**config.mk**
```make
export PLATFORM = sky130hd
export DESIGN_NAME = dirty_tile_rect_merger_unit
export DESIGN_NICKNAME = d
export VERILOG_FILES = /design/src/dtrm_pkg.sv /design/src/dtrm_front.sv /design/src/dtrm_queue.sv /design/src/dtrm_back.sv /design/src/dirty_tile_rect_merger_unit.sv
export SDC_FILE = /design/constraint.sdc
export NUM_CORES = 1
export LEC_CHECK = 0
export ABC_AREA = 0
export BUFFER_PORTS_ARGS = -buffer_cell sky130_fd_sc_hd__buf_4
export CAP_MARGIN = 20
export CORE_AREA = 2 2 273 194
export DETAILED_ROUTE_END_ITERATION = 10
export DIE_AREA = 0 0 275 196
export PLACE_DENSITY_LB_ADDON = 0.05
export SLEW_MARGIN = 25
export SYNTH_ARGS = -nofsm -noshare
export SYNTH_HDL_FRONTEND = slang
export SYNTH_HIERARCHICAL = 1
export SYNTH_SLANG_ARGS = --single-unit
```
**constraint.sdc**
```tcl
create_clock -name clk -period 12.37 [get_ports clk]
set_input_delay 1.8555 -clock clk [delete_from_list [all_inputs] [get_ports clk]]
set_output_delay 1.8555 -clock clk [all_outputs]
set_load 0.02 [all_outputs]
```
**src/dtrm_pkg.sv**
```systemverilog
`default_nettype none
package dtrm_pkg;

  // configuration register indexes
  typedef logic [1:0] cfg_idx_t;
  localparam cfg_idx_t REG_GRID_COLS     = 2'd0;
  localparam cfg_idx_t REG_GRID_ROWS     = 2'd1;
  localparam cfg_idx_t REG_SCREEN_WIDTH  = 2'd2;
  localparam cfg_idx_t REG_SCREEN_HEIGHT = 2'd3;

  // field widths
  localparam int GRID_CFG_W = 9;
  localparam int PIX_CFG_W  = 13;
  localparam int CFG_DATA_W = 13;
  localparam int POS_W      = 12;
  localparam int RW_W       = 13;
  localparam int RH_W       = 5;
  localparam int NUM_W      = 16;

  // saturation value of the run width
  localparam logic [RW_W-1:0] W_MAX = {RW_W{1'b1}};

  // reset values of the registers
  localparam logic [GRID_CFG_W-1:0] GRID_COLS_RST     = 9'd20;
  localparam logic [GRID_CFG_W-1:0] GRID_ROWS_RST     = 9'd15;
  localparam logic [PIX_CFG_W-1:0]  SCREEN_WIDTH_RST  = 13'd320;
  localparam logic [PIX_CFG_W-1:0]  SCREEN_HEIGHT_RST = 13'd240;

  // rectangle queue between front and back
  localparam int Q_DEPTH = 4;
  localparam int Q_PTR_W = $clog2(Q_DEPTH);
  localparam int Q_CNT_W = $clog2(Q_DEPTH + 1);

  typedef struct packed {
    logic [GRID_CFG_W-1:0] grid_cols;
    logic [GRID_CFG_W-1:0] grid_rows;
    logic [PIX_CFG_W-1:0]  screen_width;
    logic [PIX_CFG_W-1:0]  screen_height;
  } cfg_t;

  // closed run waiting for its number; first marks the first one of a frame
  typedef struct packed {
    logic [POS_W-1:0] x;
    logic [POS_W-1:0] y;
    logic [RW_W-1:0]  w;
    logic [RH_W-1:0]  h;
    logic             first;
  } rect_entry_t;

  // queue status seen by front and back
  typedef struct packed {
    logic valid;
    logic full;
  } q_stat_t;

endpackage
`default_nettype wire

```
**src/dtrm_front.sv**
```systemverilog
`default_nettype none
module dtrm_front #(
  parameter int TILE_SHIFT = 4,
  parameter int MAX_GRID   = 256
) (
  input  wire                    clk,
  input  wire                    rst_n,
  input  dtrm_pkg::cfg_t         cfg,
  input  wire                    in_valid,
  output logic                   in_ready,
  input  wire                    in_tile_dirty,
  input  dtrm_pkg::q_stat_t      q_stat,
  output logic                   push,
  output dtrm_pkg::rect_entry_t  push_entry
);
  import dtrm_pkg::*;

  localparam int IDX_W  = $clog2(MAX_GRID);
  localparam int EW_MIN = $clog2(MAX_GRID + 1);
  localparam int EW     = (EW_MIN > GRID_CFG_W) ? EW_MIN : GRID_CFG_W;
  localparam int PW     = IDX_W + TILE_SHIFT;
  localparam int CW     = (PW > PIX_CFG_W) ? PW : PIX_CFG_W;
  localparam int TS_W   = TILE_SHIFT + 1;
  localparam int TILE   = 1 << TILE_SHIFT;

  logic [IDX_W-1:0] tile_col_r, tile_col_nxt;
  logic [IDX_W-1:0] tile_row_r, tile_row_nxt;
  logic [IDX_W-1:0] run_start_r, run_start_nxt;
  logic [RW_W-1:0]  run_width_r, run_width_nxt;
  logic             first_r, first_nxt;

  logic [EW-1:0]    cols, rows;
  logic             accept, last_col, last_row, close;
  logic [TS_W-1:0]  tw, th;
  logic [RW_W:0]    width_sum;
  logic [RW_W-1:0]  width_cur;
  logic [IDX_W-1:0] start_cur;
  logic [CW-1:0]    x_pix, y_pix;

  // grid size with zero read as one and large values held at the maximum
  function automatic logic [EW-1:0] eff_grid(input logic [GRID_CFG_W-1:0] v);
    logic [EW-1:0] ve;
    ve = EW'(v);
    if (ve == '0) begin
      return EW'(1);
    end else if (ve > EW'(MAX_GRID)) begin
      return EW'(MAX_GRID);
    end
    return ve;
  endfunction

  // tile size clipped against the screen edge
  function automatic logic [TS_W-1:0] clip_size(input logic [IDX_W-1:0] idx,
                                                input logic [PIX_CFG_W-1:0] limit);
    logic [CW-1:0] start;
    logic [CW-1:0] rest;
    start = CW'(idx) << TILE_SHIFT;
    rest  = CW'(limit) - start;
    if (start >= CW'(limit)) begin
      return '0;
    end else if (rest < CW'(TILE)) begin
      return TS_W'(rest);
    end
    return TS_W'(TILE);
  endfunction

  assign in_ready = !q_stat.full;
  assign accept   = in_valid && in_ready;

  // position and clipping of the current tile
  always_comb begin
    cols     = eff_grid(cfg.grid_cols);
    rows     = eff_grid(cfg.grid_rows);
    last_col = (EW'(tile_col_r) + EW'(1)) >= cols;
    last_row = (EW'(tile_row_r) + EW'(1)) >= rows;
    tw       = clip_size(tile_col_r, cfg.screen_width);
    th       = clip_size(tile_row_r, cfg.screen_height);
  end

  // run extension and closing
  always_comb begin
    width_sum = {1'b0, run_width_r} + (RW_W + 1)'(tw);
    start_cur = run_start_r;
    width_cur = run_width_r;
    if (in_tile_dirty) begin
      if (run_width_r == '0) begin
        start_cur = tile_col_r;
      end
      width_cur = width_sum[RW_W] ? W_MAX : width_sum[RW_W-1:0];
    end
    close = (last_col || !in_tile_dirty) && (width_cur != '0);
  end

  // rectangle for the queue
  always_comb begin
    x_pix            = CW'(start_cur) << TILE_SHIFT;
    y_pix            = CW'(tile_row_r) << TILE_SHIFT;
    push             = accept && close && (th != '0);
    push_entry.x     = x_pix[POS_W-1:0];
    push_entry.y     = y_pix[POS_W-1:0];
    push_entry.w     = width_cur;
    push_entry.h     = RH_W'(th);
    push_entry.first = first_r;
  end

  // next state on an accepted tile
  always_comb begin
    tile_col_nxt  = tile_col_r;
    tile_row_nxt  = tile_row_r;
    run_start_nxt = run_start_r;
    run_width_nxt = run_width_r;
    first_nxt     = first_r;
    if (accept) begin
      run_start_nxt = start_cur;
      run_width_nxt = close ? '0 : width_cur;
      if (push) begin
        first_nxt = 1'b0;
      end
      if (last_col) begin
        tile_col_nxt = '0;
        if (last_row) begin
          tile_row_nxt = '0;
          first_nxt    = 1'b1;
        end else begin
          tile_row_nxt = tile_row_r + IDX_W'(1);
        end
      end else begin
        tile_col_nxt = tile_col_r + IDX_W'(1);
      end
    end
  end

  always_ff @(posedge clk) begin
    if (!rst_n) begin
      tile_col_r  <= '0;
      tile_row_r  <= '0;
      run_start_r <= '0;
      run_width_r <= '0;
      first_r     <= 1'b0;
    end else begin
      tile_col_r  <= tile_col_nxt;
      tile_row_r  <= tile_row_nxt;
      run_start_r <= run_start_nxt;
      run_width_r <= run_width_nxt;
      first_r     <= first_nxt;
    end
  end

endmodule
`default_nettype wire

```
**src/dtrm_queue.sv**
```systemverilog
`default_nettype none
module dtrm_queue (
  input  wire                    clk,
  input  wire                    rst_n,
  input  wire                    push,
  input  dtrm_pkg::rect_entry_t  push_entry,
  input  wire                    pop,
  output dtrm_pkg::rect_entry_t  head_entry,
  output dtrm_pkg::q_stat_t      q_stat
);
  import dtrm_pkg::*;

  rect_entry_t        mem_r [Q_DEPTH];
  logic [Q_PTR_W-1:0] wr_ptr_r, wr_ptr_nxt;
  logic [Q_PTR_W-1:0] rd_ptr_r, rd_ptr_nxt;
  logic [Q_CNT_W-1:0] count_r, count_nxt;

  // status and head
  assign q_stat.valid = (count_r != '0);
  assign q_stat.full  = (count_r == Q_CNT_W'(Q_DEPTH));
  assign head_entry   = mem_r[rd_ptr_r];

  // pointer and fill count update
  always_comb begin
    wr_ptr_nxt = wr_ptr_r;
    rd_ptr_nxt = rd_ptr_r;
    count_nxt  = count_r;
    if (push) begin
      wr_ptr_nxt = (wr_ptr_r == Q_PTR_W'(Q_DEPTH - 1)) ? '0 : wr_ptr_r + Q_PTR_W'(1);
    end
    if (pop) begin
      rd_ptr_nxt = (rd_ptr_r == Q_PTR_W'(Q_DEPTH - 1)) ? '0 : rd_ptr_r + Q_PTR_W'(1);
    end
    if (push && !pop) begin
      count_nxt = count_r + Q_CNT_W'(1);
    end else if (pop && !push) begin
      count_nxt = count_r - Q_CNT_W'(1);
    end
  end

  always_ff @(posedge clk) begin
    if (!rst_n) begin
      wr_ptr_r <= '0;
      rd_ptr_r <= '0;
      count_r  <= '0;
    end else begin
      wr_ptr_r <= wr_ptr_nxt;
      rd_ptr_r <= rd_ptr_nxt;
      count_r  <= count_nxt;
    end
  end

  // entry storage
  always_ff @(posedge clk) begin
    if (push) begin
      mem_r[wr_ptr_r] <= push_entry;
    end
  end

endmodule
`default_nettype wire

```
**src/dtrm_back.sv**
```systemverilog
`default_nettype none
module dtrm_back (
  input  wire                                clk,
  input  wire                                rst_n,
  input  dtrm_pkg::q_stat_t                  q_stat,
  input  dtrm_pkg::rect_entry_t              head_entry,
  output logic                               pop,
  output logic                               out_valid,
  input  wire                                out_ready,
  output logic [dtrm_pkg::POS_W-1:0]         out_rect_x,
  output logic [dtrm_pkg::POS_W-1:0]         out_rect_y,
  output logic [dtrm_pkg::RW_W-1:0]          out_rect_w,
  output logic [dtrm_pkg::RH_W-1:0]          out_rect_h,
  output logic [dtrm_pkg::NUM_W-1:0]         out_rect_number
);
  import dtrm_pkg::*;

  logic             out_valid_r, out_valid_nxt;
  logic [NUM_W-1:0] count_r, count_nxt;
  logic [NUM_W-1:0] number;
  rect_entry_t      rect_r;
  logic [NUM_W-1:0] number_r;

  // load the output register when it is empty or being taken
  assign pop = q_stat.valid && (!out_valid_r || out_ready);

  // numbering restarts at the first rectangle of a frame
  always_comb begin
    number        = head_entry.first ? '0 : count_r;
    count_nxt     = count_r;
    out_valid_nxt = out_valid_r;
    if (pop) begin
      count_nxt     = number + NUM_W'(1);
      out_valid_nxt = 1'b1;
    end else if (out_ready) begin
      out_valid_nxt = 1'b0;
    end
  end

  always_ff @(posedge clk) begin
    if (!rst_n) begin
      out_valid_r <= 1'b0;
      count_r     <= '0;
    end else begin
      out_valid_r <= out_valid_nxt;
      count_r     <= count_nxt;
    end
  end

  // output payload
  always_ff @(posedge clk) begin
    if (pop) begin
      rect_r   <= head_entry;
      number_r <= number;
    end
  end

  assign out_valid       = out_valid_r;
  assign out_rect_x      = rect_r.x;
  assign out_rect_y      = rect_r.y;
  assign out_rect_w      = rect_r.w;
  assign out_rect_h      = rect_r.h;
  assign out_rect_number = number_r;

endmodule
`default_nettype wire

```
**src/dirty_tile_rect_merger_unit.sv**
```systemverilog
// Dirty tile rectangle merger.
// Input channel (in_valid/in_ready, in_tile_dirty): one dirty bit per tile in
// raster order over grid_cols by grid_rows tiles. One tile is taken each cycle while the queue is not full.
// Output channel (out_valid/out_ready, out_rect_*): one transaction per closed
// run of dirty tiles in a tile row, with pixel position, clipped width and
// height, and the rectangle's number within the frame.
// Config channel (cfg_valid/cfg_ready, cfg_index, cfg_data): registers
// 0 grid_cols, 1 grid_rows, 2 screen_width, 3 screen_height; cfg_ready is
// always high. Write only while the block is idle.
// A rectangle closed by an accepted tile is written into the queue and then
// loaded into the output register that drives out_valid. Throughput: one tile per
// cycle while the queue is not full, from the run update in the front stage.
// A 4-entry rectangle queue and the output register absorb receiver stalls;
// when the queue is full in_ready drops until the receiver takes a transaction.
// Reset: position, open run and rectangle count clear to zero, the queue empties,
// and the registers return to a 20 by 15 grid on a 320 by 240 screen.
`default_nettype none
module dirty_tile_rect_merger_unit #(
  parameter int TILE_SHIFT = 4,
  parameter int MAX_GRID   = 256
) (
  input  wire                                clk,
  input  wire                                rst_n,
  input  wire                                in_valid,
  output logic                               in_ready,
  input  wire                                in_tile_dirty,
  output logic                               out_valid,
  input  wire                                out_ready,
  output logic [dtrm_pkg::POS_W-1:0]         out_rect_x,
  output logic [dtrm_pkg::POS_W-1:0]         out_rect_y,
  output logic [dtrm_pkg::RW_W-1:0]          out_rect_w,
  output logic [dtrm_pkg::RH_W-1:0]          out_rect_h,
  output logic [dtrm_pkg::NUM_W-1:0]         out_rect_number,
  input  wire                                cfg_valid,
  output logic                               cfg_ready,
  input  dtrm_pkg::cfg_idx_t                 cfg_index,
  input  wire [dtrm_pkg::CFG_DATA_W-1:0]     cfg_data
);
  import dtrm_pkg::*;

  cfg_t        cfg_r, cfg_nxt;
  q_stat_t     q_stat;
  rect_entry_t push_entry;
  rect_entry_t head_entry;
  logic        push;
  logic        pop;

  // configuration registers
  assign cfg_ready = 1'b1;

  always_comb begin
    cfg_nxt = cfg_r;
    if (cfg_valid && cfg_ready) begin
      unique case (cfg_index)
        REG_GRID_COLS:     cfg_nxt.grid_cols     = cfg_data[GRID_CFG_W-1:0];
        REG_GRID_ROWS:     cfg_nxt.grid_rows     = cfg_data[GRID_CFG_W-1:0];
        REG_SCREEN_WIDTH:  cfg_nxt.screen_width  = cfg_data[PIX_CFG_W-1:0];
        REG_SCREEN_HEIGHT: cfg_nxt.screen_height = cfg_data[PIX_CFG_W-1:0];
        default:           cfg_nxt = cfg_r;
      endcase
    end
  end

  always_ff @(posedge clk) begin
    if (!rst_n) begin
      cfg_r.grid_cols     <= GRID_COLS_RST;
      cfg_r.grid_rows     <= GRID_ROWS_RST;
      cfg_r.screen_width  <= SCREEN_WIDTH_RST;
      cfg_r.screen_height <= SCREEN_HEIGHT_RST;
    end else begin
      cfg_r <= cfg_nxt;
    end
  end

  // tile scan and run merging
  dtrm_front #(
    .TILE_SHIFT (TILE_SHIFT),
    .MAX_GRID   (MAX_GRID)
  ) u_front (
    .clk           (clk),
    .rst_n         (rst_n),
    .cfg           (cfg_r),
    .in_valid      (in_valid),
    .in_ready      (in_ready),
    .in_tile_dirty (in_tile_dirty),
    .q_stat        (q_stat),
    .push          (push),
    .push_entry    (push_entry)
  );

  // closed rectangles waiting for output
  dtrm_queue u_queue (
    .clk        (clk),
    .rst_n      (rst_n),
    .push       (push),
    .push_entry (push_entry),
    .pop        (pop),
    .head_entry (head_entry),
    .q_stat     (q_stat)
  );

  // numbering and output register
  dtrm_back u_back (
    .clk             (clk),
    .rst_n           (rst_n),
    .q_stat          (q_stat),
    .head_entry      (head_entry),
    .pop             (pop),
    .out_valid       (out_valid),
    .out_ready       (out_ready),
    .out_rect_x      (out_rect_x),
    .out_rect_y      (out_rect_y),
    .out_rect_w      (out_rect_w),
    .out_rect_h      (out_rect_h),
    .out_rect_number (out_rect_number)
  );

  // no rectangle right after reset
  a_reset_empty: assert property (@(posedge clk) !rst_n |=> !out_valid)
    else $error("output valid after reset");

  // every delivered rectangle has a size
  a_rect_size: assert property (@(posedge clk) disable iff (!rst_n)
    out_valid |-> (out_rect_w != '0) && (out_rect_h != '0))
    else $error("empty rectangle delivered");

  // numbers run on by one or restart at a new frame
  a_rect_number: assert property (@(posedge clk) disable iff (!rst_n)
    (out_valid && out_ready) ##1 out_valid |->
      (out_rect_number == NUM_W'($past(out_rect_number) + NUM_W'(1))) ||
      (out_rect_number == '0))
    else $error("rectangle number out of sequence");

  // a taken result with an empty queue leaves the output idle
  a_drain: assert property (@(posedge clk) disable iff (!rst_n)
    (out_valid && out_ready && !q_stat.valid) |=> !out_valid)
    else $error("output valid without a queued rectangle");

endmodule
`default_nettype wire
```
Word-level counts from Yosys, hierarchy flattened:

Memories as Yosys holds them, arrays and structs flattened. A register that Yosys moved wholly into a read port is not among the register bits.
Index checks and enable logic that the tools add are counted.

* register bits: 164
* memory bits (writable): 140
* bits of input ports: 21
* output and inout bits: 61
* word-level logic and storage cells: 115
* memories: 1

* $add $sub $neg: 12
* order comparisons: 8
* equal/unequal tests: 6
* muxes and demuxes: 41
* reduce and logical (&&, ||, !) cells: 28

Memories
* u_queue.mem_r: words 4, width 35, rd ports 1, clocked after memory_dff 1, write ports 1, RTL line dtrm_queue.sv:13 `rect_entry_t mem_r [Q_DEPTH];`

Operators with widths (number)
* 2-to-1 mux 9 bit: 6
* 2-to-1 mux 13 bit: 3
* 2-to-1 mux 8 bit: 4
* 2-to-1 mux 5 bit: 6
* >= comparator 12 x 13 -> 1 bit: 2
* < comparator 13 x 5 -> 1 bit (second input constant): 2
* subtractor 13 x 12 -> 13 bit: 2
* adder 8 x 1 -> 9 bit (second input constant): 2
* >= comparator 9 bit: 2
* greater-than comparator 9 bit (second input constant): 2
* logical NOT 9 bit: 2
* adder 16 x 1 -> 16 bit (second input constant): 1
* adder 8 x 1 -> 8 bit (second input constant): 2
* 2-to-1 mux 16 bit: 1
* 2-to-1 mux 1 bit: 15
* adder 13 x 5 -> 14 bit: 1
* logical NOT 13 bit: 1
* nonzero test 13 bit: 1
* AND reduction 2 bit: 5
* equality test 2 bit (second input constant): 4
* 2-to-1 mux 2 bit: 4
* logical AND 1 bit: 7
* 2-to-1 mux 3 bit: 2
* logical NOT 1 bit: 5
* 10 further kinds: 13

Longest topological paths before layout:

Gate-level depths: netlist of run 1.

* depth after elaboration: 16
* depth in mapped cells: 27

Cells and area by module:

The synthesis of run 1 kept the hierarchy.

Modules (own cells, without submodules)
* dtrm_queue: instances 1, cells each 269, area each 6718.9 sq um, sequential area each 5345.1 sq um
* dtrm_front: instances 1, cells each 531, area each 4006.3 sq um, sequential area each 760.7 sq um
* dtrm_back: instances 1, cells each 183, area each 2758.9 sq um, sequential area each 2082.0 sq um
* dirty_tile_rect_merger_unit: instances 1, cells each 177, area each 1735.4 sq um, sequential area each 880.8 sq um

Least setup slack after synthesis of run 1:

Ideal clock, no wire load.

* path kind: reg-to-reg
* start point: reg u_front.tile_col_r[1]
* end point: mem u_queue/mem_r[0][0] in the netlist's numbering, enable pin
* arrival time: 5131 ps
* path slack: 6834 ps
* cell stages (with the launch flop): 20
* clock period less this slack: 5536 ps
* path through: dfxtp_1 > inv_1 > ha_1 > nor2b_1 > o21a_1 > or3_1 > a2111oi_0 > o2111a_1 > and2_1 > ha_1 > inv_1 > fa_1 > nor2b_1 > o22ai_1 > xnor2_1 > o31ai_4 > nand3b_4 > o32ai_2 > nor3_1 > and2_1

* cells in the longest elaborated chain, start to end: 14

Ends and longest elaborated chain
* start, declared: RTL line dtrm_front.sv:26 `logic [IDX_W-1:0] tile_col_r, tile_col_nxt;`
* start signal, assigned: RTL line dtrm_front.sv:141 `tile_col_r <= tile_col_nxt;`
* subtractor 13 x 12 -> 13 bit: RTL line dtrm_front.sv:58 `rest = CW'(limit) - start;`
* < comparator 13 x 5 -> 1 bit: RTL line dtrm_front.sv:61 `end else if (rest < CW'(TILE)) begin`
* 2-to-1 mux 1 bit: RTL line dtrm_front.sv:61
* 2-to-1 mux 1 bit: RTL line dtrm_front.sv:59 `if (start >= CW'(limit)) begin`
* 2-to-1 mux 5 bit: RTL line dtrm_front.sv:64 `return TS_W'(TILE);`
* adder 13 x 5 -> 14 bit: RTL line dtrm_front.sv:82 `width_sum = {1'b0, run_width_r} + (RW_W + 1)'(tw);`
* 2-to-1 mux 13 bit: RTL line dtrm_front.sv:89 `width_cur = width_sum[RW_W] ? W_MAX : width_sum[RW_W-1:0];`
* 2-to-1 mux 13 bit: RTL line dtrm_front.sv:85 `if (in_tile_dirty) begin`
* nonzero test 13 bit: RTL line dtrm_front.sv:91 `close = (last_col || !in_tile_dirty) && (width_cur != '0);`
* logical AND 1 bit (*): RTL line dtrm_front.sv:91
* logical AND 1 bit (*) (2 in series): RTL line dtrm_front.sv:98 `push = accept && close && (th != '0);`
* via push: RTL line dirty_tile_rect_merger_unit.sv:45 `logic push;`
* 2-to-1 mux 1 bit (*): RTL line dtrm_queue.sv:55 `if (push) begin`
* 2-to-1 mux 1 bit (not written as such) (*): RTL line dtrm_queue.sv:56 `mem_r[wr_ptr_r] <= push_entry;`
* end, declared: RTL line dtrm_queue.sv:13

The timed path passes the listed nets; every way through them passes the cells marked *.

Final worst setup path of run 1:

* start point: reg u_front.tile_col_r[1]
* end point: mem u_queue/mem_r[3][31] in the netlist's numbering, enable pin

The elaborated chain is that of the path after synthesis.

==> flow_summary.yaml, run 1 <==
clocking:
  cts_tree: "yes"
  post_cts_buffers: 0
  cts_hold_buffers: 0
  clockBufferDepth: 3
  cts_inserted_buffers: 38
  clkTransAtPathRegs_ns: 0.06
  htreeDepth: 2
  cts_resized: 0
  clk_latency_ns: 0.54
  numClockSinks: 338
  root_buffer: "clkbuf_16"
hold_path:
  hold_path.startpoint: "cfg_r[34]"
  hp-class: "flip-flop to flip-flop"
drt:
  ant_nets: 0
  dr_total_vias: 9158
  drt_first_pass_iters: 6
  drcViolationCount: 0
  wl_per_cell_um: 18.8
  avgViaCountPerCell: 4.70
  wl_um: 36600
  drtIter0Drc: 483
global_routing:
  grt_antenna_before_repair: 2
  grt_usage_pct: 13.7
  grt_max_degree: 86
  grt_pass1_wl_um: 56400
  grt_overflow: 0
  grt_pass1_vias: 9156
sta:
  final_hold_viol_count: 0
  setup_viol_count_final: 0
  skew_ns: 0.0220
  fin_tns_setup_ns: 0
  slew_violations: 0
  min_period_ns: 6.27
  period_share_pct: 50.7
  max-slew-margin-rel_pct: 40.9
  worst_slew_pin_slew_ns: 0.887
  max_clock_freq_mhz: 159
  rsz0062_at_grt: "no"
final_layout:
  layout_commonest_cell: "edfxtp_1"
  fill_cells: 5091
  area_growth_pct: 16.6
  mostFrequentLayoutCells: "edfxtp_1 (230), nand2_1 (116), dfxtp_1 (106)"
  final_cells: 1950
  drive_gt1_share_pct: 17.5
  nets: 1310
yosys:
  ys_ff_latch: 338
  syn-mean-instance-area_um2: 13.1
  synth_warnings: 6
  ys.flop_type: "edfxtp_1"
  ys_seq_area_share_pct: 59.6
  synth_cells: 1160
  synth_cell_types: 82
  async_reset_ff_share_pct: 0
  syn-cell-area_mm2: 0.0152
  synth_edf_count: 230
die:
  rows: 70
  die_y_um: 196
  start_util_pct: 29.6
  die_area_mm2: 0.0539
  die_x_um: 275
  design.core.area_mm2: 0.0515
  pin_count: 82
power:
  power_density_mw_per_mm2: 195
  power.total_mw: 3.46
  p_leak_nw: 6.50
  ir_worst_vdd_mv: 0.0911
setup_path:
  required_ns: 12.53
  crit_type: "flip-flop to flip-flop"
  end_kind: "flip-flop"
  setup.worst_path.start: "u_front/tile_col_r[1]"
  r2r-start: "u_front/tile_col_r[1]"
  crit_arrival_ns: 6.43
  cp_max_fo: 31
  start_kind: "flip-flop"
placement:
  place.port_buffers: 80
  placed_cells: 1878
  hpwl_um: 24300
  gp_congestion: 0.767
job:
  drv_cap: 0
status:
  status: "finished, final reports clean"
[cells by family (layout without fill, tap and decap cells)]
logic type      after synthesis  after routing  synth area share, %
mux                          95             95                 9.93
buf+inv                     118            216                 4.18
flops                       338            338                 59.6
fa+ha+maj                    54             54                 4.64
xor+xnor                     37             37                 2.13
other cells                   2             10               0.0493
simple gates                357            357                 12.2
compound gates              159            159                 7.30
[sequential cells by signal, summed over array words and instances, names as in the netlist, 3 cells and up, named ones only]
name                    cells
u_back/out_rect_w          13
u_back/out_rect_x          12
cfg_r                      44
u_queue/mem_r             172
u_queue/count_r             3
u_back/out_rect_y          12
u_front/tile_col_r          8
u_front/run_width_r        13
u_back/out_rect_number     16
u_front/run_start_r         8
u_front/tile_row_r          8
u_back/count_r             16
u_back/out_rect_h           5
[power by group]
| part | total, mW | leakage [nW] | switching, mW | internal (mW) |
|---|---|---|---|---|
| Clock | 1.20 | 0.654 | 0.466 | 0.733 |
| Combinational | 0.805 | 2.78 | 0.477 | 0.328 |
| Sequential | 1.46 | 3.07 | 0.0589 | 1.40 |
| Total | 3.46 | 6.50 | 1.00 | 2.46 |
[through the flow]
stage | utilization [%] | hold WS [ns] | setup slack (ns) | instance area [µm²]
2_1_floorplan | - | 0.435 | 6.83 | 15200
3_3_place_gp | 31.8 | 0.448 | 6.16 | 16400
3_5_place_dp | 31.8 | 0.451 | 6.12 | 16400
4_1_cts | 34.4 | 0.463 | 6.09 | 17700
5_1_grt | 34.5 | 0.485 | 5.60 | 17700
6_report | 34.5 | 0.462 | 6.10 | 17700
[per-layer routing]
layer  part of all wire, %  track usage [%]  wire [µm]  up-vias
li1                      -                -          -     4456
met3                   4.1             2.68       1510       50
met5                     0                0          0        -
met1                    53             21.3      19500     4503
met4                   1.8             3.08        651        0
met2                    41             19.3      15000      149
[synthesized netlist by cell type (all sizes together) (9+ instances only)]
| library cell | instances | area, µm² |
|---|---|---|
| nand3 | 38 | 190 |
| nand2b | 10 | 65.1 |
| nor3 | 13 | 65.1 |
| edfxtp | 230 | 6910 |
| nand2 | 117 | 442 |
| o211ai | 11 | 82.6 |
| xnor2 | 25 | 219 |
| inv | 52 | 195 |
| a21o | 15 | 113 |
| o21ai | 31 | 155 |
| and2 | 16 | 100 |
| nand4 | 12 | 90.1 |
| buf | 38 | 323 |
| nor3b | 10 | 75.1 |
| xor2 | 12 | 105 |
| ha | 50 | 626 |
| mux4 | 43 | 980 |
| a21boi | 10 | 75.1 |
| nor4 | 9 | 56.3 |
| clkbuf | 27 | 101 |
| nor2 | 49 | 184 |
| mux2i | 49 | 494 |
| nor2b | 42 | 263 |
| dfxtp | 108 | 2160 |
| a21oi | 30 | 161 |
[layout make-up]
type	count	area (µm²)	share of cell area, %
Timing Repair Buffer	93	718	4.05
Sequential cell	338	9070	51.1
Tap cell	684	856	4.82
Clock inverter	19	277	1.56
Multi-Input combinational cell	711	5550	31.3
Inverter	53	213	1.20
Clock buffer	51	1060	5.97
Antenna cell	1	2.50	0.0141
[critical path, stage by stage (launching register included)]
cell and delay, ns:
dfxtp_1 0.43, inv_1 0.10, ha_1 0.29, nor2b_1 0.13, o21a_1 0.18, or3_1 0.30
a2111oi_0 0.53, o2111a_1 0.36, and2_1 0.16, ha_1 0.18, inv_1 0.06, fa_1 0.39
nor2b_1 0.19, o21bai_1 0.13, nand2_1 0.17, a211oi_1 0.09, a41oi_1 0.25, o32ai_2 0.16
nor3_1 0.66, and2_2 0.56, buf_4 0.55
[path summary, 6_finish.rpt]
kind                                              to  slack [ns]  depth (start not counted)
worst max-delay path            u_queue/mem_r[3][31]        6.10                         20
worst min register to register             cfg_r[34]        0.46                          2
worst max register to register  u_queue/mem_r[3][31]        6.10                         20
worst min-delay path                       cfg_r[34]        0.46                          2
(Power assumes the default switching activity.)
==> run 2, diff against run 1 <==
--- a/config.mk
+++ b/config.mk
@@ -5,12 +5,12 @@
 export SDC_FILE = /design/constraint.sdc
 export NUM_CORES = 1
 export LEC_CHECK = 0
-export ABC_AREA = 0
+export ABC_AREA = 1
 export BUFFER_PORTS_ARGS = -buffer_cell sky130_fd_sc_hd__buf_4
 export CAP_MARGIN = 20
-export CORE_AREA = 2 2 273 194
+export CORE_AREA = 2 2 277 197
 export DETAILED_ROUTE_END_ITERATION = 10
-export DIE_AREA = 0 0 275 196
+export DIE_AREA = 0 0 279 199
 export PLACE_DENSITY_LB_ADDON = 0.05
 export SLEW_MARGIN = 25
 export SYNTH_ARGS = -nofsm -noshare
==> constraint.sdc (replaced) <==
create_clock -name clk -period 5.88 [get_ports clk]
set_input_delay 0.882 -clock clk [delete_from_list [all_inputs] [get_ports clk]]
set_output_delay 0.882 -clock clk [all_outputs]
set_load 0.02 [all_outputs]
==> run 2 against run 1 <==
  * Clock power is 88% higher
  * Sequential cell count stayed put
  * Via count is 22% higher
  * Non-clock buffer count is 10 higher
  * Worst hold slack better by 0.0084 ns
==> flow_summary.yaml, run 2 <==
status:
  status: "finished, final reports clean"
die:
  start_util_pct: 29.5
  rows: 71
  design.core.area_mm2: 0.0530
  pin_count: 82
  die_x_um: 279
  die_y_um: 199
  die_area_mm2: 0.0555
yosys:
  synth_area_leaders: "edfxtp_1 (44%), dfxtp_1 (14%), nand2_1 (7.4%)"
  ys.flop_type: "edfxtp_1"
  synth_top_area_share_pct: 44.1
  synthAdderAreaFrac_pct: 4.50
  synth_top_family_by_area: "simple AND/OR/NAND/NOR gates"
  syn-mean-instance-area_um2: 9.48
  synth_edf_count: 230
  synth_compound_area_share_pct: 8.53
  ys_ff_latch: 338
  synth-xor-area-share_pct: 1.23
  synth.area.mux_share_pct: 0.0639
  synth_cell_types: 43
  syn-cell-area_mm2: 0.0157
  synth_area_leader_cell: "edfxtp_1"
  synth_commonest_cells: "nand2_1 (307), nor2_1 (252), edfxtp_1 (230)"
  synth_warnings: 6
  synth-simple-area-share_pct: 20.4
  synth.most_common_cell: "nand2_1"
  ys_seq_area_share_pct: 57.9
  synth_cells: 1653
  async_reset_ff_share_pct: 0
sta:
  skew_ns: 0.0263
  worst_slew_pin_slew_ns: 0.918
  max_clock_freq_mhz: 192
  max-slew-margin-rel_pct: 38.2
  min_period_ns: 5.22
  final_hold_viol_count: 0
  slew_violations: 0
  rsz0062_at_grt: "no"
  period_share_pct: 88.8
  fin_tns_setup_ns: 0
  setup_viol_count_final: 0
  layout_setup_ws_ns: 0.659
setup_path:
  slowest_delay_ns: 0.43
  cp_max_fo: 15
  reg2reg_slack_ns: 0.66
  end_kind: "flip-flop"
  critPathTopFamily: "simple AND/OR/NAND/NOR gates"
  critPathSlowestCell: "fa_1"
  crit_type: "flip-flop to flip-flop"
  start_kind: "flip-flop"
  required_ns: 6.15
  crit_buf_inv: 7
  crit_arrival_ns: 5.49
  cpMostUsedCell: "nand3_1"
drt:
  wl_um: 41900
  drcViolationCount: 0
  avgViaCountPerCell: 4.55
  wl_per_cell_um: 17.1
  drt_first_pass_iters: 5
  ant_nets: 0
  drtIter0Drc: 690
  dr_total_vias: 11200
final_layout:
  reg_top3: "u_queue/mem_r x172, cfg_r x44"
  mostFrequentLayoutCells: "nand2_1 (307), nor2_1 (252), edfxtp_1 (230)"
  layout_commonest_cell: "nand2_1"
  area_growth_pct: 15.8
  nets: 1807
  largest_reg_flops: 172
  regMostFlops: "u_queue/mem_r"
  drive_gt1_share_pct: 13.8
  design_area_mm2: 0.0182
job:
  drv_cap: 0
placement:
  hpwl_um: 28900
  dp_slack_ns: 0.457
  dpl_cell_area_mm2: 0.0170
  gp_congestion: 0.826
  place.port_buffers: 80
clocking:
  htreeDepth: 2
  root_buffer: "clkbuf_16"
  clockBufferDepth: 3
  clk_latency_ns: 0.56
  cts_hold_buffers: 0
  clkTransAtPathRegs_ns: 0.06
  cts_inserted_buffers: 38
  numClockSinks: 338
  cts_tree: "yes"
global_routing:
  grt_usage_pct: 15.3
  grt_max_degree: 67
  grt_antenna_before_repair: 0
  grt_overflow: 0
  grt_pass1_wl_um: 65300
  grt_pass1_vias: 11000
power:
  power_density_mw_per_mm2: 409
  ir_worst_vdd_mv: 0.187
  p_leak_nw: 7.40
hold_path:
  hp-class: "flip-flop to flip-flop"
-- run 2: changes by cell type in the layout (fill, tap and decap cells not counted), moves of 18 or more --
cell	delta
nor2_1	+203
inv_1	+120
nand3_1	+37
nor2b_1	-40
o21ai_0	+91
xnor2_1	-18
o22ai_1	+39
mux4_2	-40
nand2_1	+191
a21oi_1	+21
mux2i_1	-47
-- run 2: path summary, 6_finish.rpt --
| check | startpoint | end | cells past startpoint |
|---|---|---|---|
| min | u_back/count_r[1] | u_back/count_r[1] | 2 |
| min reg2reg | u_back/count_r[1] | u_back/count_r[1] | 2 |
| max reg2reg | cfg_r[17] | u_queue/mem_r[1][35] | 27 |
| max | cfg_r[17] | u_queue/mem_r[1][35] | 27 |
-- run 2: tightest hold or removal path: stages, from the launching register on --
cell and delay (ns):
dfxtp_1 0.31, inv_1 0.06, a21oi_1 0.06
-- run 2: routing by layer --
metal | GRT usage, % | vias to the layer above | routed length, µm
met1 | 23.3 | 5283 | 22600
met4 | 3.94 | 0 | 673
met3 | 2.67 | 41 | 1690
li1 | - | 5669 | -
met5 | 0 | - | 0
met2 | 22.2 | 177 | 17000
-- run 2: area by class of cell --
| type | instances | area, µm² |
|---|---|---|
| inverters | 188 | 707 |
| well taps | 693 | 867 |
| clock inverters | 10 | 76.3 |
| multi-input cells | 1063 | 5500 |
| fillers | 5432 | 34900 |
| diodes | 1 | 2.50 |
| clock buffers | 57 | 1080 |
| flip-flops and latches | 338 | 9070 |
| repair buffers | 103 | 848 |
-- run 2: cell families (layout without fill, tap and decap cells) --
kind of cell,count (synthesis),count (layout)
AND/OR/NAND/NOR,735,735
flip-flops,338,338
buffers and inverters,259,358
AO/OA/AOI/OAI,242,242
adder cells (fa/ha/maj),54,54
XOR/XNOR,22,22
other,2,10
multiplexers,1,1
-- run 2: where the power goes --
| part | switching (mW) | leakage [nW] | total, mW | internal [mW] |
|---|---|---|---|---|
| registers | 0.187 | 3.05 | 3.19 | 3.00 |
| clock network | 0.969 | 0.561 | 2.25 | 1.28 |
| logic | 1.37 | 3.79 | 2.00 | 0.624 |
-- run 2: repair_timing --
action,4_1_cts,5_1_grt
gates resized for setup,0,5
buffers inserted,0,2
setup endpoints to repair,0,140
-- run 2: stage by stage --
stage | hold slack (ns) | instances | utilization, % | total power [mW]
after floorplan | 0.441 | 1660 | - | 4.47
after global placement | 0.459 | 2383 | 32.0 | 5.29
after detailed placement | 0.464 | 2383 | 32.0 | 5.28
after CTS | 0.473 | 2450 | 34.2 | 7.58
after global routing | 0.500 | 2452 | 34.2 | 7.87
final | 0.470 | 2453 | 34.2 | 7.43
==> run 3, diff against run 2 <==
--- a/config.mk
+++ b/config.mk
@@ -8,9 +8,12 @@
 export ABC_AREA = 1
 export BUFFER_PORTS_ARGS = -buffer_cell sky130_fd_sc_hd__buf_4
 export CAP_MARGIN = 20
+export CELL_PAD_IN_SITES_DETAIL_PLACEMENT = 0
+export CELL_PAD_IN_SITES_GLOBAL_PLACEMENT = 1
 export CORE_AREA = 2 2 277 197
 export DETAILED_ROUTE_END_ITERATION = 10
 export DIE_AREA = 0 0 279 199
+export MAX_ROUTING_LAYER = met4
 export PLACE_DENSITY_LB_ADDON = 0.05
 export SLEW_MARGIN = 25
 export SYNTH_ARGS = -nofsm -noshare
==> run 3 against run 2 <==
  * Die area unchanged
  * Register-to-register slack got worse by 0.10 ns
  * Sequential share of layout area decreased by 0.19 points
  * Worst hold slack improved by 0.0080 ns
  * Sequential cell count unchanged
  * Largest power group unchanged
  * Global-route usage increased by 0.87 points
  * Sequential power about the same
  * Critical endpoint is now u_queue/count_r[2]
  * Critical path type unchanged
  * Maximum frequency decreased by 1.9%
==> flow_summary.yaml, run 3 (synthesized netlist as in run 2, its figures left out) <==
status:
  status: "finished, final reports clean"
placement:
  place.port_buffers: 80
  hpwl_um: 29400
  gp_congestion: 0.809
  dp_slack_ns: 0.499
  dpl_cell_area_mm2: 0.0169
  placed_cells: 2379
drt:
  drcViolationCount: 0
  ant_nets: 0
  drtIter0Drc: 784
  avgViaCountPerCell: 4.53
  wl_per_cell_um: 17.5
  dr_total_vias: 11100
  wl_um: 43000
  drt_first_pass_iters: 5
clocking:
  clockBufferDepth: 3
  htreeDepth: 2
  numClockSinks: 338
  cts_tree: "yes"
  clkTransAtPathRegs_ns: 0.06
  cts_inserted_buffers: 38
  cts_hold_buffers: 0
  root_buffer: "clkbuf_16"
  clk_latency_ns: 0.54
power:
  p_sw_share_pct: 33.6
  power_switching_mw: 2.55
  power_frac_seq_pct: 41.7
  p_leak_nw: 7.43
  clock_power_share_pct: 31.8
  power_density_mw_per_mm2: 417
  ir_worst_vdd_mv: 0.190
  power_frac_comb_pct: 26.6
  power.internal_mw: 5.04
sta:
  layout_setup_ws_ns: 0.557
  period_share_pct: 90.5
  final_hold_viol_count: 0
  slew_violations: 0
  max-slew-margin-rel_pct: 31.8
  worst_slew_pin_slew_ns: 1.01
  rsz0062_at_grt: "no"
  min_period_ns: 5.32
  fin_tns_setup_ns: 0
  whs_ns: 0.478
  setup_viol_count_final: 0
  skew_ns: 0.0144
  max_clock_freq_mhz: 188
final_layout:
  area_growth_pct: 16.3
  regMostFlops: "u_queue/mem_r"
  design_area_mm2: 0.0182
  final_cells: 2453
  reg_top3: "u_queue/mem_r x172, cfg_r x44"
  layout_commonest_cell: "nand2_1"
  nets: 1803
  drive_gt1_share_pct: 13.7
  fill_cells: 5423
  mostFrequentLayoutCells: "nand2_1 (307), nor2_1 (252), edfxtp_1 (230)"
  largest_reg_flops: 172
global_routing:
  grt_antenna_before_repair: 1
  grt_usage_pct: 16.2
  grt_max_degree: 83
  grt_overflow: 0
  grt_pass1_vias: 10800
  grt_pass1_wl_um: 66600
setup_path:
  start_kind: "flip-flop"
  cp_max_fo: 6
  crit_type: "flip-flop to flip-flop"
  end_kind: "flip-flop"
  slowest_delay_ns: 0.38
  required_ns: 6.31
  critPathSlowestCell: "fa_1"
  crit_arrival_ns: 5.76
die:
  rows: 71
  die_area_mm2: 0.0555
  start_util_pct: 29.5
  die_x_um: 279
  pin_count: 82
  die_y_um: 199
  design.core.area_mm2: 0.0530
job:
  drv_cap: 0
hold_path:
  hp-class: "flip-flop to flip-flop"
[run 3: worst max-delay path, delay by kind of cell, from the launching register on]
kind / cells / cell delay, ns
flip-flops: 1 / 0.37
AND/OR/NAND/NOR: 20 / 2.15
adder cells (fa/ha/maj): 5 / 1.48
buffers and inverters: 7 / 0.62
AO/OA/AOI/OAI: 2 / 0.49
XOR/XNOR: 1 / 0.13
[run 3: area by class of cell]
class / instances / area [µm²] / area share, %
Tap cell: 693 / 867 / 4.76
Clock inverter: 23 / 235 / 1.29
Timing Repair Buffer: 99 / 806 / 4.42
Multi-Input combinational cell: 1063 / 5510 / 30.2
Clock buffer: 47 / 1030 / 5.63
Sequential cell: 338 / 9070 / 49.8
Inverter: 188 / 706 / 3.87
Antenna cell: 2 / 5.00 / 0.0275
[run 3: final timing paths]
check | from | end | slack (ns) | depth (start not counted)
worst max-delay path | u_front/tile_col_r[5] | u_queue/count_r[2] | 0.56 | 35
worst min register to register | u_back/count_r[1] | u_back/count_r[1] | 0.48 | 2
worst min-delay path | u_back/count_r[1] | u_back/count_r[1] | 0.48 | 2
worst max register to register | u_front/tile_col_r[5] | u_queue/count_r[2] | 0.56 | 35
[run 3: power by group through the flow]
| stage | Sequential, mW | Combinational, mW | Clock [mW] |
|---|---|---|---|
| after floorplan | 3.44 | 1.04 | 0 |
| after global placement | 3.22 | 2.06 | 0 |
| after detailed placement | 3.23 | 2.05 | 0 |
| after CTS | 3.18 | 2.06 | 2.51 |
| after global routing | 3.20 | 2.24 | 2.61 |
| final | 3.17 | 2.02 | 2.41 |
[run 3: through the flow]
step / util, % / power (mW)
final: 34.4 / 7.60
after global routing: 34.3 / 8.06
after global placement: 31.9 / 5.29
after CTS: 34.3 / 7.75
after floorplan: - / 4.47
after detailed placement: 31.9 / 5.28
[run 3: layer usage]
metal	wire length (µm)	share of wire (%)	global-route usage, %
met5	0	0	-
met1	23200	54	24.2
met3	1420	3.3	2.45
met2	17700	41	23.0
met4	646	1.5	3.37
[run 3: what timing repair did]
item | in CTS | in global routing
endpoints found under the setup margin | 0 | 99
resized for setup | 0 | 6
buffers inserted | 0 | 2
